===== config.mk =====
export PLATFORM = sky130hd
export DESIGN_NAME = vtpd_queue
export DESIGN_NICKNAME = d
export VERILOG_FILES = /design/src/rtl/vtpd_pkg.sv /design/src/rtl/vtpd_queue.sv
export SDC_FILE = /design/constraint.sdc
export NUM_CORES = 1
export LEC_CHECK = 0
export BUFFER_PORTS_ARGS = -buffer_cell sky130_fd_sc_hd__buf_2
export CORE_MARGIN = 2
export CORE_UTILIZATION = 45
export CTS_CLUSTER_SIZE = 10
export DETAILED_ROUTE_END_ITERATION = 12
export PLACE_DENSITY = 0.7
export SYNTH_ARGS = -nofsm -noshare
export SYNTH_HDL_FRONTEND = slang
export SYNTH_SLANG_ARGS = --single-unit

===== constraint.sdc =====
create_clock -name i_clk -period 10.1 [get_ports i_clk]
set_clock_uncertainty 0.1 [all_clocks]
set_input_delay 2.02 -clock i_clk [delete_from_list [all_inputs] [get_ports i_clk]]
set_output_delay 2.02 -clock i_clk [all_outputs]
set_load 0.005 [all_outputs]

===== src/rtl/vtpd_pkg.sv =====
// ============================================================================
// vtpd_pkg: shared types and constants of the vertex transform block
// Holds the matrix size, the fixed-point widths and the queue status type.
// ============================================================================
package vtpd_pkg;

    // Matrix size in use and the fixed storage side
    localparam int DIMENSION = 4;
    localparam int SIDE      = 4;

    // Field and datapath widths
    localparam int DW    = 32;           // Q16.16 word
    localparam int IDXW  = 2;            // row or column index
    localparam int PW    = 2 * DW;       // Q32.32 product
    localparam int SUMW  = PW + 2;       // exact sum of four products
    localparam int DOTW  = SUMW - 16;    // floored dot product
    localparam int QBITS = 33;           // quotient bits kept before clamping
    localparam int REMW  = DOTW + 16;    // scaled dividend
    localparam int CMPW  = DOTW + QBITS; // widest shifted divisor plus borrow
    localparam int NLANE = SIDE - 1;     // divided components

    // Stream widths
    localparam int IN_DW  = 168;
    localparam int OUT_DW = 128;

    // Queue between the front and the back
    localparam int QDEPTH = 2;
    localparam int QPW    = $clog2(QDEPTH);
    localparam int QCW    = $clog2(QDEPTH + 1);

    // Fixed-point constants
    localparam logic [DW-1:0]   ONE_Q16 = 32'h0001_0000;
    localparam logic [DW-1:0]   SAT_MAX = 32'h7FFF_FFFF;
    localparam logic [DW-1:0]   SAT_MIN = 32'h8000_0000;
    localparam logic [DOTW-1:0] DOT_MAX = {{(DOTW - DW){1'b0}}, SAT_MAX};
    localparam logic [DOTW-1:0] DOT_MIN = {{(DOTW - DW){1'b1}}, SAT_MIN};
    localparam logic [QBITS-1:0] Q_POS_LIM = {1'b0, SAT_MAX};
    localparam logic [QBITS-1:0] Q_NEG_LIM = {1'b0, SAT_MIN};

    typedef enum logic {
        OP_LOAD  = 1'b0,
        OP_XFORM = 1'b1
    } t_opcode;

    typedef logic signed [DW-1:0] t_word;
    typedef t_word t_vec [SIDE];
    typedef t_word t_mat [SIDE][SIDE];

    typedef struct packed {
        logic empty;
        logic full;
    } t_q_status;

endpackage


===== src/rtl/vtpd_queue.sv =====
// ============================================================================
// vtpd_queue: vertex queue
// A short FIFO that decouples the decode front from the arithmetic back.
// ============================================================================
module vtpd_queue (
    input  logic                 i_clk,
    input  logic                 i_rst_n,
    input  logic                 i_push,
    input  vtpd_pkg::t_vec       i_vertex,
    input  logic                 i_pop,
    output logic                 o_valid,
    output vtpd_pkg::t_vec       o_vertex,
    output vtpd_pkg::t_q_status  o_status
);

    vtpd_pkg::t_vec                r_mem [vtpd_pkg::QDEPTH];
    logic [vtpd_pkg::QPW-1:0]      r_wr_ptr;
    logic [vtpd_pkg::QPW-1:0]      r_rd_ptr;
    logic [vtpd_pkg::QCW-1:0]      r_count;
    logic                          do_pop;

    assign do_pop          = i_pop && (r_count != '0);
    assign o_valid         = (r_count != '0);
    assign o_status.empty  = (r_count == '0);
    assign o_status.full   = (r_count == vtpd_pkg::QCW'(vtpd_pkg::QDEPTH));
    assign o_vertex        = r_mem[r_rd_ptr];

    // Storage.
    always_ff @(posedge i_clk) begin
        if (i_push) begin
            r_mem[r_wr_ptr] <= i_vertex;
        end
    end

    // Pointers and fill count.
    always_ff @(posedge i_clk) begin
        if (!i_rst_n) begin
            r_wr_ptr <= '0;
            r_rd_ptr <= '0;
            r_count  <= '0;
        end else begin
            if (i_push) begin
                r_wr_ptr <= (r_wr_ptr == vtpd_pkg::QPW'(vtpd_pkg::QDEPTH - 1)) ?
                            '0 : r_wr_ptr + 1'b1;
            end
            if (do_pop) begin
                r_rd_ptr <= (r_rd_ptr == vtpd_pkg::QPW'(vtpd_pkg::QDEPTH - 1)) ?
                            '0 : r_rd_ptr + 1'b1;
            end
            if (i_push && !do_pop) begin
                r_count <= r_count + 1'b1;
            end else if (!i_push && do_pop) begin
                r_count <= r_count - 1'b1;
            end
        end
    end

endmodule


==> reports/metrics.yaml <==
dieHeight_um: 149.3
peakVddDrop_uv: 166.3
dr_total_vias: 4811
area_growth_syn_to_layout_pct: 25.43
fillers: 1602
end_kind: "primary output"
core-area_mm2: 0.02089
hold_buffers: 0
finalMaxSlewViolations: 0
avgSynthCellArea_um2: 22.55
period_share_pct: 49.53
layout.cells.non_filler: 994
post_cts_buffers: 0
synth_cell_types: 17
ys_seq_area_share_pct: 82.01
hold_viol_final: 0
hpwl_um: 11640
syn_nets: 554
p_sw_share_pct: 22.95
initial_core_util_pct: 45.46
die_w_um: 149.3
synth-seq-cells: 261
cp_max_fo: 66
antenna_cells: 0
dr.first_iter.drc_count: 230
gp_congestion: 0.7743
io_pins: 263
setup_tns_ps: 0
finalSetupViolCount: 0
fin_util_pct: 57.02
slew_headroom_pct: 39.51
cts_root_buf: "clkbuf_16"
grt_max_degree: 67
die_area_mm2: 0.02228
synthCells: 421
required_ps: 7980
cts_resized: 0
leakagePower_nw: 4.435
ant_nets: 0
wl_per_cell_um: 17.94
tritoncts: "done"
p_seq_share_pct: 47.6
syn-cell-area_mm2: 0.009495
p_int_mw: 2.131
drtPass1Iterations: 6
insertion_delay_ps: 520
worst_pin_slew_ps: 907.4
port_buffers: 262
multiInputGateArea_mm2: 0.001572
rsz0062_at_grt: "false"
status: "completed"
via_per_inst: 4.840
drcViolationCount: 0
clk_pin_slew_worst_paths_ps: 50
ff_latch_area_mm2: 0.007791
rows: 53
final_net_count: 838
cts_buffers: 30
power_mw: 2.765
routed_wl_um: 17830
power_density_mw_per_mm2: 232.2
p_comb_share_pct: 18.0
grt_pass1_wl_um: 26250
grt_usage_pct: 15.12
maxCapViolations: 0
hold_path.class: "flip-flop to flip-flop"
fin_crit_ps: 5003
drive_gt1_share_pct: 59.81
worstPathArrival_ps: 2880
cts_max_path_buffers: 3
synth_warnings: 0
power_switching_uw: 634.5
grt.overflow.total: 0
clock_sinks: 261
max_freq_mhz: 199.9
worstSetupPathType: "flip-flop to primary output"
grt_antenna_before_repair: 2
start_kind: "flip-flop"
clockPowerShare_pct: 34.3
cts.htree.levels: 1
first_global_vias: 5095
place_inst: 948
[routing by layer]
metal  share of wire [%]  global-route usage, %  vias up  routed length (um)
met3                 9.8                  6.024       24                1748
li1                    -                      -     2239                   -
met2                  49                  25.94      194                8734
met5               0.067                      0        -                  12
met1                  39                  18.01     2352                7041
met4                 1.7                  3.476        2                 295
[final cells by class]
cell class / count / share of cell area [%]
sequential: 261 / 65.42
multi-input combinational: 145 / 13.19
timing repair buffer: 266 / 11.26
clock buffer: 45 / 6.954
tap: 275 / 2.889
clock inverter: 1 / 0.2521
inverter: 1 / 0.03152
[state kept, by name (all words and copies together) (netlist names), named ones only]
register  flops
r_count       2
r_mem       256
r_wr_ptr      1
r_rd_ptr      1
[cell usage in the layout, fill, tap and decap left out, drive strengths merged, types with 2 or more instances in the layout]
cell,netlist,routed
buf,14,266
edfxtp,256,256
mux2,128,128
clkbuf,0,45
dfxtp,5,5
and2,4,4
nor2b,3,3
xnor2,2,2
o21ai,2,2
[cells in the mapped netlist]
master | number | share of area (%)
buf_6 | 10 | 1.2
dfxtp_1 | 5 | 1.1
o21a_1 | 1 | 0.079
ha_1 | 1 | 0.13
buf_4 | 4 | 0.32
o21ai_0 | 1 | 0.053
a21boi_1 | 1 | 0.079
o21ai_1 | 1 | 0.053
mux2_2 | 128 | 15
or2_2 | 1 | 0.066
xor2_1 | 1 | 0.092
nor2b_1 | 3 | 0.20
xnor2_1 | 2 | 0.18
and2_1 | 4 | 0.26
inv_1 | 1 | 0.039
or3_1 | 1 | 0.066
edfxtp_1 | 256 | 81
[stage by stage]
stage	setup slack [ps]	instance area, um^2	hold WS (ps)
floorplan	1769	9495	373.5
global placement	5693	11050	384.3
detailed placement	5632	11050	427.4
CTS	5056	11910	436.1
global route	4927	11910	505.2
finish	5097	11910	431.3
[logic make-up (layout without fill, tap and decap cells)]
group | count (synthesis) | after routing | share of synthesized area (%)
fa+ha+maj | 1 | 1 | 0.1317
compound gates | 4 | 4 | 0.2635
flops | 261 | 261 | 82.01
buf+inv | 15 | 313 | 1.542
simple gates | 9 | 9 | 0.5930
xor+xnor | 3 | 3 | 0.2768
mux | 128 | 128 | 15.18
[critical path, stage by stage (launching register included)]
cell	delay [ps]
dfxtp_4	870
buf_4	800
mux2_2	440
buf_2	130
[path summary, 6_finish.rpt]
kind | startpoint | end | slack, ps | depth (start not counted)
worst min register to register | r_count[1]$_SDFFE_PN0P_ | r_count[1]$_SDFFE_PN0P_ | 430 | 2
worst max register to register | r_wr_ptr$_SDFFE_PN0P_ | r_mem[1][20]$_DFFE_PP_ | 7590 | 2
worst min-delay path | r_count[1]$_SDFFE_PN0P_ | r_count[1]$_SDFFE_PN0P_ | 430 | 2
worst max-delay path | flip-flop | o_vertex[127] | 5100 | 3
[power by group through the flow]
stage	Combinational, mW	Clock (mW)	Sequential, mW
final	0.499	0.949	1.32
after global routing	0.543	1.01	1.33
after CTS	0.509	0.973	1.32
after detailed placement	0.505	0	1.34
after global placement	0.494	0	1.34
after floorplan	0.360	0	1.30
(Power assumes the default switching activity.)
