**config.mk**
```make
export PLATFORM = sky130hd
export DESIGN_NAME = vtpd_front
export DESIGN_NICKNAME = d
export VERILOG_FILES = /design/src/rtl/vtpd_pkg.sv /design/src/rtl/vtpd_front.sv
export SDC_FILE = /design/constraint.sdc
export NUM_CORES = 1
export LEC_CHECK = 0
export BUFFER_PORTS_ARGS = -buffer_cell sky130_fd_sc_hd__buf_4
export CAP_MARGIN = 20
export CORE_AREA = 8 8 315 317
export DETAILED_ROUTE_END_ITERATION = 10
export DIE_AREA = 0 0 323 325
export GPL_ROUTABILITY_DRIVEN = 1
export HOLD_SLACK_MARGIN = 0.06
export PLACE_DENSITY_LB_ADDON = 0.3
export SLEW_MARGIN = 5
export SYNTH_ARGS = -nofsm -noshare
export SYNTH_HDL_FRONTEND = slang
export SYNTH_SLANG_ARGS = --single-unit
```
**constraint.sdc**
```tcl
create_clock -name i_clk -period 1.6 [get_ports i_clk]
set_input_delay 0.08 -clock i_clk [delete_from_list [all_inputs] [get_ports i_clk]]
set_output_delay 0.08 -clock i_clk [all_outputs]
set_load 0.01 [all_outputs]
```
**src/rtl/vtpd_pkg.sv**
```systemverilog
// ============================================================================
// vtpd_pkg: shared types and constants of the vertex transform block
// Holds the matrix size, the fixed-point widths and the queue status type.
// ============================================================================
package vtpd_pkg;

    // Matrix size in use and the fixed storage side
    localparam int DIMENSION = 4;
    localparam int SIDE      = 4;

    // Field and datapath widths
    localparam int DW    = 32;           // Q16.16 word
    localparam int IDXW  = 2;            // row or column index
    localparam int PW    = 2 * DW;       // Q32.32 product
    localparam int SUMW  = PW + 2;       // exact sum of four products
    localparam int DOTW  = SUMW - 16;    // floored dot product
    localparam int QBITS = 33;           // quotient bits kept before clamping
    localparam int REMW  = DOTW + 16;    // scaled dividend
    localparam int CMPW  = DOTW + QBITS; // widest shifted divisor plus borrow
    localparam int NLANE = SIDE - 1;     // divided components

    // Stream widths
    localparam int IN_DW  = 168;
    localparam int OUT_DW = 128;

    // Queue between the front and the back
    localparam int QDEPTH = 2;
    localparam int QPW    = $clog2(QDEPTH);
    localparam int QCW    = $clog2(QDEPTH + 1);

    // Fixed-point constants
    localparam logic [DW-1:0]   ONE_Q16 = 32'h0001_0000;
    localparam logic [DW-1:0]   SAT_MAX = 32'h7FFF_FFFF;
    localparam logic [DW-1:0]   SAT_MIN = 32'h8000_0000;
    localparam logic [DOTW-1:0] DOT_MAX = {{(DOTW - DW){1'b0}}, SAT_MAX};
    localparam logic [DOTW-1:0] DOT_MIN = {{(DOTW - DW){1'b1}}, SAT_MIN};
    localparam logic [QBITS-1:0] Q_POS_LIM = {1'b0, SAT_MAX};
    localparam logic [QBITS-1:0] Q_NEG_LIM = {1'b0, SAT_MIN};

    typedef enum logic {
        OP_LOAD  = 1'b0,
        OP_XFORM = 1'b1
    } t_opcode;

    typedef logic signed [DW-1:0] t_word;
    typedef t_word t_vec [SIDE];
    typedef t_word t_mat [SIDE][SIDE];

    typedef struct packed {
        logic empty;
        logic full;
    } t_q_status;

endpackage

```
**src/rtl/vtpd_front.sv**
```systemverilog
// ============================================================================
// vtpd_front: input decode and matrix store
// Takes input beats, writes matrix entries and hands vertices to the queue.
// ============================================================================
module vtpd_front (
    input  logic                        i_clk,
    input  logic                        i_rst_n,
    input  logic                        i_valid,
    output logic                        o_ready,
    input  logic [vtpd_pkg::IN_DW-1:0]  i_data,
    input  logic [0:0]                  i_user,
    input  vtpd_pkg::t_q_status         i_q_status,
    output logic                        o_push,
    output vtpd_pkg::t_vec              o_vertex,
    output vtpd_pkg::t_mat              o_matrix
);

    vtpd_pkg::t_opcode               op;
    logic [vtpd_pkg::IDXW-1:0]       row;
    logic [vtpd_pkg::IDXW-1:0]       col;
    logic                            accept;
    logic                            wr_en;
    vtpd_pkg::t_mat                  r_matrix;

    // Field decode.
    assign op  = vtpd_pkg::t_opcode'(i_user[0]);
    assign row = i_data[1:0];
    assign col = i_data[3:2];

    always_comb begin
        for (int k = 0; k < vtpd_pkg::SIDE; k++) begin
            o_vertex[k] = i_data[36 + 32 * k +: 32];
        end
    end

    // A load waits until every queued vertex has read the matrix.
    assign o_ready = (op == vtpd_pkg::OP_XFORM) ? !i_q_status.full : i_q_status.empty;
    assign accept  = i_valid && o_ready;
    assign o_push  = accept && (op == vtpd_pkg::OP_XFORM);
    assign wr_en   = accept && (op == vtpd_pkg::OP_LOAD) &&
                     (int'(row) < vtpd_pkg::DIMENSION) && (int'(col) < vtpd_pkg::DIMENSION);

    // Matrix coefficients, cleared by reset.
    always_ff @(posedge i_clk) begin
        if (!i_rst_n) begin
            for (int r = 0; r < vtpd_pkg::SIDE; r++) begin
                for (int c = 0; c < vtpd_pkg::SIDE; c++) begin
                    r_matrix[r][c] <= '0;
                end
            end
        end else if (wr_en) begin
            r_matrix[row][col] <= i_data[35:4];
        end
    end

    assign o_matrix = r_matrix;

endmodule

```
==> run_results.csv, run 1 <==
group,metric,value,unit
run_status,outcome,"finished, final reports clean",
power,p_sw_share,23.5,%
logic_synthesis,synth.top_cell.area_share,53.3,%
global_route,grtUsageTotal,15.3,%
die,die_area,105000,sq um
hold_path,hp-start,"i_data[2]",
layout,layout_commonest_cell,"buf_4",
logic_synthesis,ys_seq_area_share,53.3,%
placement,portBuffers,555,
layout,areaGrowthSynthToFinish,39.9,%
routing,wl_met2,42700,um
power,p_seq_share,46.4,%
sta,finalMaxSlewViolations,0,
setup_path,cp-start-kind,"primary input",
power,p_int,21200,uW
clock_tree,clockBufferDepth,3,
logic_synthesis,synthTopCellsByArea,"dfxtp_1, mux2i_1, nand2_1, buf_4, clkbuf_1",
hold_path,hold_class,"in -> reg",
routing,wl_met1,30200,um
setup_path,setup.worst_path.class,"in -> reg",
clock_tree,cts_tree,"built",
sta,min_period,1.49,ns
setup_path,reg2reg_setup_slack,0.45,ns
sta,timing.slew.headroom,71.2,%
logic_synthesis,syn_area,19200,sq um
routing,detail_route.wl_per_cell,23.3,um
clock_tree,cts_resized,0,
clock_tree,clk_latency,0.62,ns
logic_synthesis,syn_avg_cell_area,10.2,sq um
power,peakVddDrop,0.758,mV
routing,drtPass1Iterations,5,
clock_tree,htree_levels,2,
routing,drtIter0Drc,624,
clock_tree,cts_buffers,60,
logic_synthesis,yosysTopAreaCell,"dfxtp_1",
layout,antennaDiodeCount,0,
setup_path,r2r_end,"o_matrix[39]",
setup_path,reg2regPathDepth,3,
setup_path,r2r-start,"o_matrix[39]",
setup_path,slowest_delay,0.63,ns
sta,fin_crit_sh,92.9,%
setup_path,crit_required,2.17,ns
layout,postLayoutCellArea,26900,sq um
setup_path,cp_max_fo,16,
global_route,grt_max_degree,57,
power,combPwrFrac,4.7,%
die,ios,816,
power,power.share.clock,48.9,%
sta,skew,0,ns
global_route,antenna_found_initial,3,
setup_path,crit_path_frequent_cell,"dlygate4sd3_1",
die,core,94200,sq um
placement,hpwl,60600,um
die,num_rows,113,
layout,final_cell_mix,"buf_4, nand2_1, mux2i_1",
routing,wl_met3,7700,um
logic_synthesis,synth.distinct_cells,20,
hold_path,holdPathEnd,"o_matrix[100]",
routing,route.detailed.drc,0,
global_route,grt_pass1_wl,116000,um
die,die_x,323,um
die,initial_utilization,20.4,%
sta,max_freq,0.673,GHz
sta,worstMarginPinSlew,0.433,ns
routing,wl,85100,um
layout,largest_register_ffs,512,
routing,top_layer,"met5",
logic_synthesis,yosys_warnings,0,
routing,via_count,14629,
layout,layout.nets,2523,
sta,setup-violations-final,0,
power,leakagePower,0.0124,uW
sta,finalHoldViolCount,0,
global_route,grt-ovfl-total,0,
die,fp.dieH,325,um
placement,place_congestion,0.745,
routing,viasPerCell,4.00,
hold_path,min_path_cells,4,
power,powerDensity,1030,nW/um^2
layout,drive_gt1_share,32.0,%
layout,num-fill-cells,10039,
setup_path,path_cells,"buf_4 -> dlygate4sd3_1 -> nor3_4 -> buf_12 -> mux2i_1 -> dlygate4sd3_1",
logic_synthesis,syn_inst,1878,
job,cap_viol_max_count,0,
clock_tree,cts-root-buf,"clkbuf_16",
setup_path,worst-endpoint-arrival,2.06,ns
routing,drtAntennaViolNets,0,
setup_path,crit_path_end_kind,"flop",
power,p_sw,6510,uW
logic_synthesis,synth_nets,2052,
setup_path,cp_slowest_cell,"dlygate4sd3_1",
logic_synthesis,synth_seq_cells,512,
clock_tree,cts_sinks,512,
sta,fin_tns_setup,0,ns
sta,rsz0062_at_grt,"false",
clock_tree,cts.clk_slew.worst_paths,0.06,ns
global_route,grt_pass1_vias,14858,
placement,place_area,24500,sq um
[cell type report]
class	instances	area [sq um]	area share [%]
tap	1265	1580	5.88
inverter	1	3.75	0.0139
clock buffer	86	1760	6.54
clock inverter	20	170	0.632
timing repair buffer	689	5710	21.2
sequential	512	10200	38.1
multi-input combinational	1085	7450	27.7
[Yosys cell counts]
| cell type | n |
|---|---|
| mux2i_1 | 513 |
| nand4b_4 | 1 |
| buf_4 | 131 |
| buf_1 | 1 |
| buf_2 | 48 |
| nor2_1 | 5 |
| inv_1 | 1 |
| nand3_1 | 2 |
| and4bb_2 | 1 |
| nand3b_1 | 2 |
| nand2b_1 | 3 |
| clkbuf_1 | 97 |
| nor3b_1 | 3 |
| nor3_2 | 1 |
| dfxtp_1 | 512 |
| nor3_1 | 1 |
| buf_6 | 3 |
| nand2_1 | 549 |
| or4b_1 | 1 |
| nor2b_1 | 3 |
[metal layers]
| layer | GRT usage, % | vias up |
|---|---|---|
| li1 | - | 6937 |
| met1 | 15.6 | 7024 |
| met2 | 27.3 | 479 |
| met3 | 5.50 | 183 |
| met4 | 7.95 | 6 |
| met5 | 0.236 | - |
[power by group through the flow]
stage	Sequential, uW	Combinational (uW)	Clock, uW
3_3_place_gp	13100	1260	0
3_5_place_dp	13100	1260	0
2_1_floorplan	13100	809	0
4_1_cts	12800	1360	14000
5_1_grt	12800	1400	14500
6_report	12800	1310	13500
[worst max-delay path, delay by kind of cell]
family	cells	cell delay (ns)
buffers and inverters	4	1.56
and+or+nand+nor	1	0.21
muxes	1	0.19
[kinds of logic (layout without fill, tap and decap cells)]
kind of cell,Yosys count,after routing,share of synthesized area [%]
multiplexers,513,513,26.7
buffers and inverters,281,796,8.47
AND/OR/NAND/NOR,572,572,11.6
flip-flops,512,512,53.3
[timing repair]
action,CTS,global route
buffers inserted,0,1
setup endpoints to repair,0,1
hold buffers,41,0
endpoints found under the hold margin,505,0
[how the worst max path moves through the flow]
stage          startpoint             to  slack [ns]  cells past startpoint
2_1_floorplan   i_data[0]  o_matrix[107]        0.26                      5
3_3_place_gp       i_user   o_matrix[15]        0.03                      6
3_5_place_dp    i_data[1]  o_matrix[404]       0.005                      5
4_1_cts         i_data[0]  o_matrix[141]        0.02                      6
5_1_grt         i_data[0]  o_matrix[141]        0.06                      6
6_report        i_data[0]  o_matrix[141]        0.11                      6
[per-stage QoR]
stage | total power [uW] | setup WS (ns) | util, % | std cells | hold WS [ns]
2_1_floorplan | 13900 | 0.259 | - | 1878 | 0.208
3_3_place_gp | 14400 | 0.0302 | 26.0 | 3509 | 0.160
3_5_place_dp | 14400 | 0.00467 | 26.0 | 3509 | 0.160
4_1_cts | 28200 | 0.0244 | 28.6 | 3656 | 0.0662
5_1_grt | 28700 | 0.0593 | 28.6 | 3658 | 0.0985
6_report | 27700 | 0.113 | 28.6 | 3658 | 0.110
(Power assumes the default switching activity.)
==> inputs of run 2 (changes only) <==
- CELL_PAD_IN_SITES_DETAIL_PLACEMENT: unset -> 2
- CELL_PAD_IN_SITES_GLOBAL_PLACEMENT: unset -> 2
- CORE_AREA: 8 8 315 317 -> 8 8 313 315
- DIE_AREA: 0 0 323 325 -> 0 0 321 323
==> run_results.csv, run 2 (same netlist as run 1, synthesis figures left out) <==
group,metric,value,unit
layout,layout_commonest_cell,"buf_4",
global_route,antenna_found_initial,2,
setup_path,crit_path_frequent_cell,"dlygate4sd3_1",
sta,rsz0062_at_grt,"false",
clock_tree,post_cts_buffers,0,
die,die_area,104000,sq um
layout,areaGrowthSynthToFinish,40.0,%
routing,drtPass1Iterations,4,
die,num_rows,112,
routing,detail_route.wl_per_cell,24.2,um
layout,drive_gt1_share,32.0,%
global_route,grtUsageTotal,16.2,%
sta,min_period,1.48,ns
global_route,grt_pass1_wl,124000,um
global_route,grt-ovfl-total,0,
clock_tree,cts.clk_slew.worst_paths,0.06,ns
sta,skew,0,ns
power,leakagePower,0.0124,uW
sta,max_freq,0.676,GHz
layout,final_cell_mix,"buf_4, nand2_1, mux2i_1",
layout,num-fill-cells,10237,
power,peakVddDrop,0.907,mV
clock_tree,cts_sinks,512,
die,ios,816,
setup_path,r2r-start,"o_matrix[149]",
clock_tree,cts-root-buf,"clkbuf_16",
setup_path,worst-endpoint-arrival,2.03,ns
setup_path,cp_max_fo,8,
setup_path,cp-start-kind,"primary input",
die,die_x,321,um
routing,route.detailed.drc,0,
sta,worstMarginPinSlew,0.453,ns
placement,hpwl,64500,um
sta,timing.slew.headroom,69.7,%
global_route,grt_pass1_vias,17242,
clock_tree,cts_buffers,61,
global_route,grt_max_degree,84,
routing,viasPerCell,4.15,
power,p_total,28100,uW
sta,finalMaxSlewViolations,0,
die,core,92800,sq um
clock_tree,htree_levels,2,
setup_path,reg2regPathDepth,3,
hold_path,hold_class,"in -> out",
setup_path,crit_path_end_kind,"flop",
setup_path,crit_required,2.15,ns
clock_tree,clockBufferDepth,3,
routing,drtIter0Drc,504,
sta,whs,0.160,ns
setup_path,reg2reg_setup_slack,0.48,ns
layout,final_core_util,29.0,%
clock_tree,clk_latency,0.63,ns
job,cap_viol_max_count,0,
routing,via_count,15147,
layout,largest_register_ffs,512,
sta,finalHoldViolCount,0,
routing,drtAntennaViolNets,0,
setup_path,slowest_delay,0.68,ns
sta,setup-violations-final,0,
setup_path,endpoint,"o_matrix[31]",
setup_path,startpoint,"i_data[2]",
setup_path,setup.worst_path.class,"in -> reg",
setup_path,cp_slowest_cell,"dlygate4sd3_1",
die,initial_utilization,20.7,%
placement,place_congestion,0.733,
power,powerDensity,1040,nW/um^2
placement,portBuffers,555,
clock_tree,cts_tree,"built",
layout,layout.nets,2515,
die,fp.dieH,323,um
sta,fin_crit_sh,92.4,%
routing,wl,88100,um
run_status,outcome,"finished, final reports clean",
setup_path,r2r_end,"o_matrix[149]",
setup_path,path_cells,"buf_4 -> dlygate4sd3_1 -> nand3_2 -> nor2_4 -> dlygate4sd3_1 -> mux2i_1",
[run 2: cell types whose count changed in the layout (fill, tap and decap cells not counted), moves of 3 or more]
cell           delta
clkinv_4          +3
buf_4             -7
dlygate4sd3_1     -3
clkinvlp_4        -3
clkbuf_1          +4
[run 2: power breakdown]
| part | switching, uW | internal [uW] |
|---|---|---|
| registers | 32.1 | 12800 |
| logic | 848 | 435 |
| clock network | 5760 | 8180 |
| total | 6640 | 21400 |
[run 2: how the worst min path moves through the flow]
stage                              from             to  slack, ns  cells after the start
after floorplan           i_q_status[0]         o_push       0.21                      1
after global placement       i_data[52]  o_vertex[112]       0.16                      0
after detailed placement     i_data[52]  o_vertex[112]       0.16                      0
after CTS                     i_data[0]  o_matrix[424]       0.11                      5
after global routing          i_data[0]  o_matrix[144]       0.16                      4
final                        i_data[55]  o_vertex[115]       0.16                      0
[run 2: final cells by class]
type,count,area (sq um),share of cell area [%]
Antenna cell,2,5.00,0.0186
Clock buffer,93,1830,6.79
Clock inverter,21,190,0.706
Inverter,1,3.75,0.0139
Multi-Input combinational cell,1085,7450,27.7
Sequential cell,512,10200,38.1
Tap cell,1254,1570,5.82
Timing Repair Buffer,680,5640,20.9
[run 2: layer usage]
layer  up-vias  wire, um  track usage (%)
li1       6919         -                -
met1      7543     31600             16.1
met2       453     45700             30.1
met3       232      5920             4.98
met4         0      4850             8.30
met5         -         0                0
[run 2: stage by stage]
step / setup WS, ns / setup TNS (ns) / area [sq um] / cells
floorplan: 0.259 / 0 / 19200 / 1878
global placement: -0.0188 / -0.197 / 24500 / 3496
detailed placement: -0.0224 / -0.142 / 24500 / 3496
CTS: 0.0203 / 0 / 26900 / 3646
global route: 0.0291 / 0 / 26900 / 3647
finish: 0.121 / 0 / 26900 / 3648
[run 2: critical path: cells and delay by family]
| kind | cells | cell delay (ns) |
|---|---|---|
| multiplexers | 1 | 0.17 |
| buffers and inverters | 3 | 1.42 |
| AND/OR/NAND/NOR | 2 | 0.35 |
[run 2: what timing repair did]
action | in CTS | in global routing
endpoints found under the hold margin | 468 | 0
hold buffers | 36 | 0
setup endpoints to repair | 0 | 1
gates resized for setup | 0 | 1
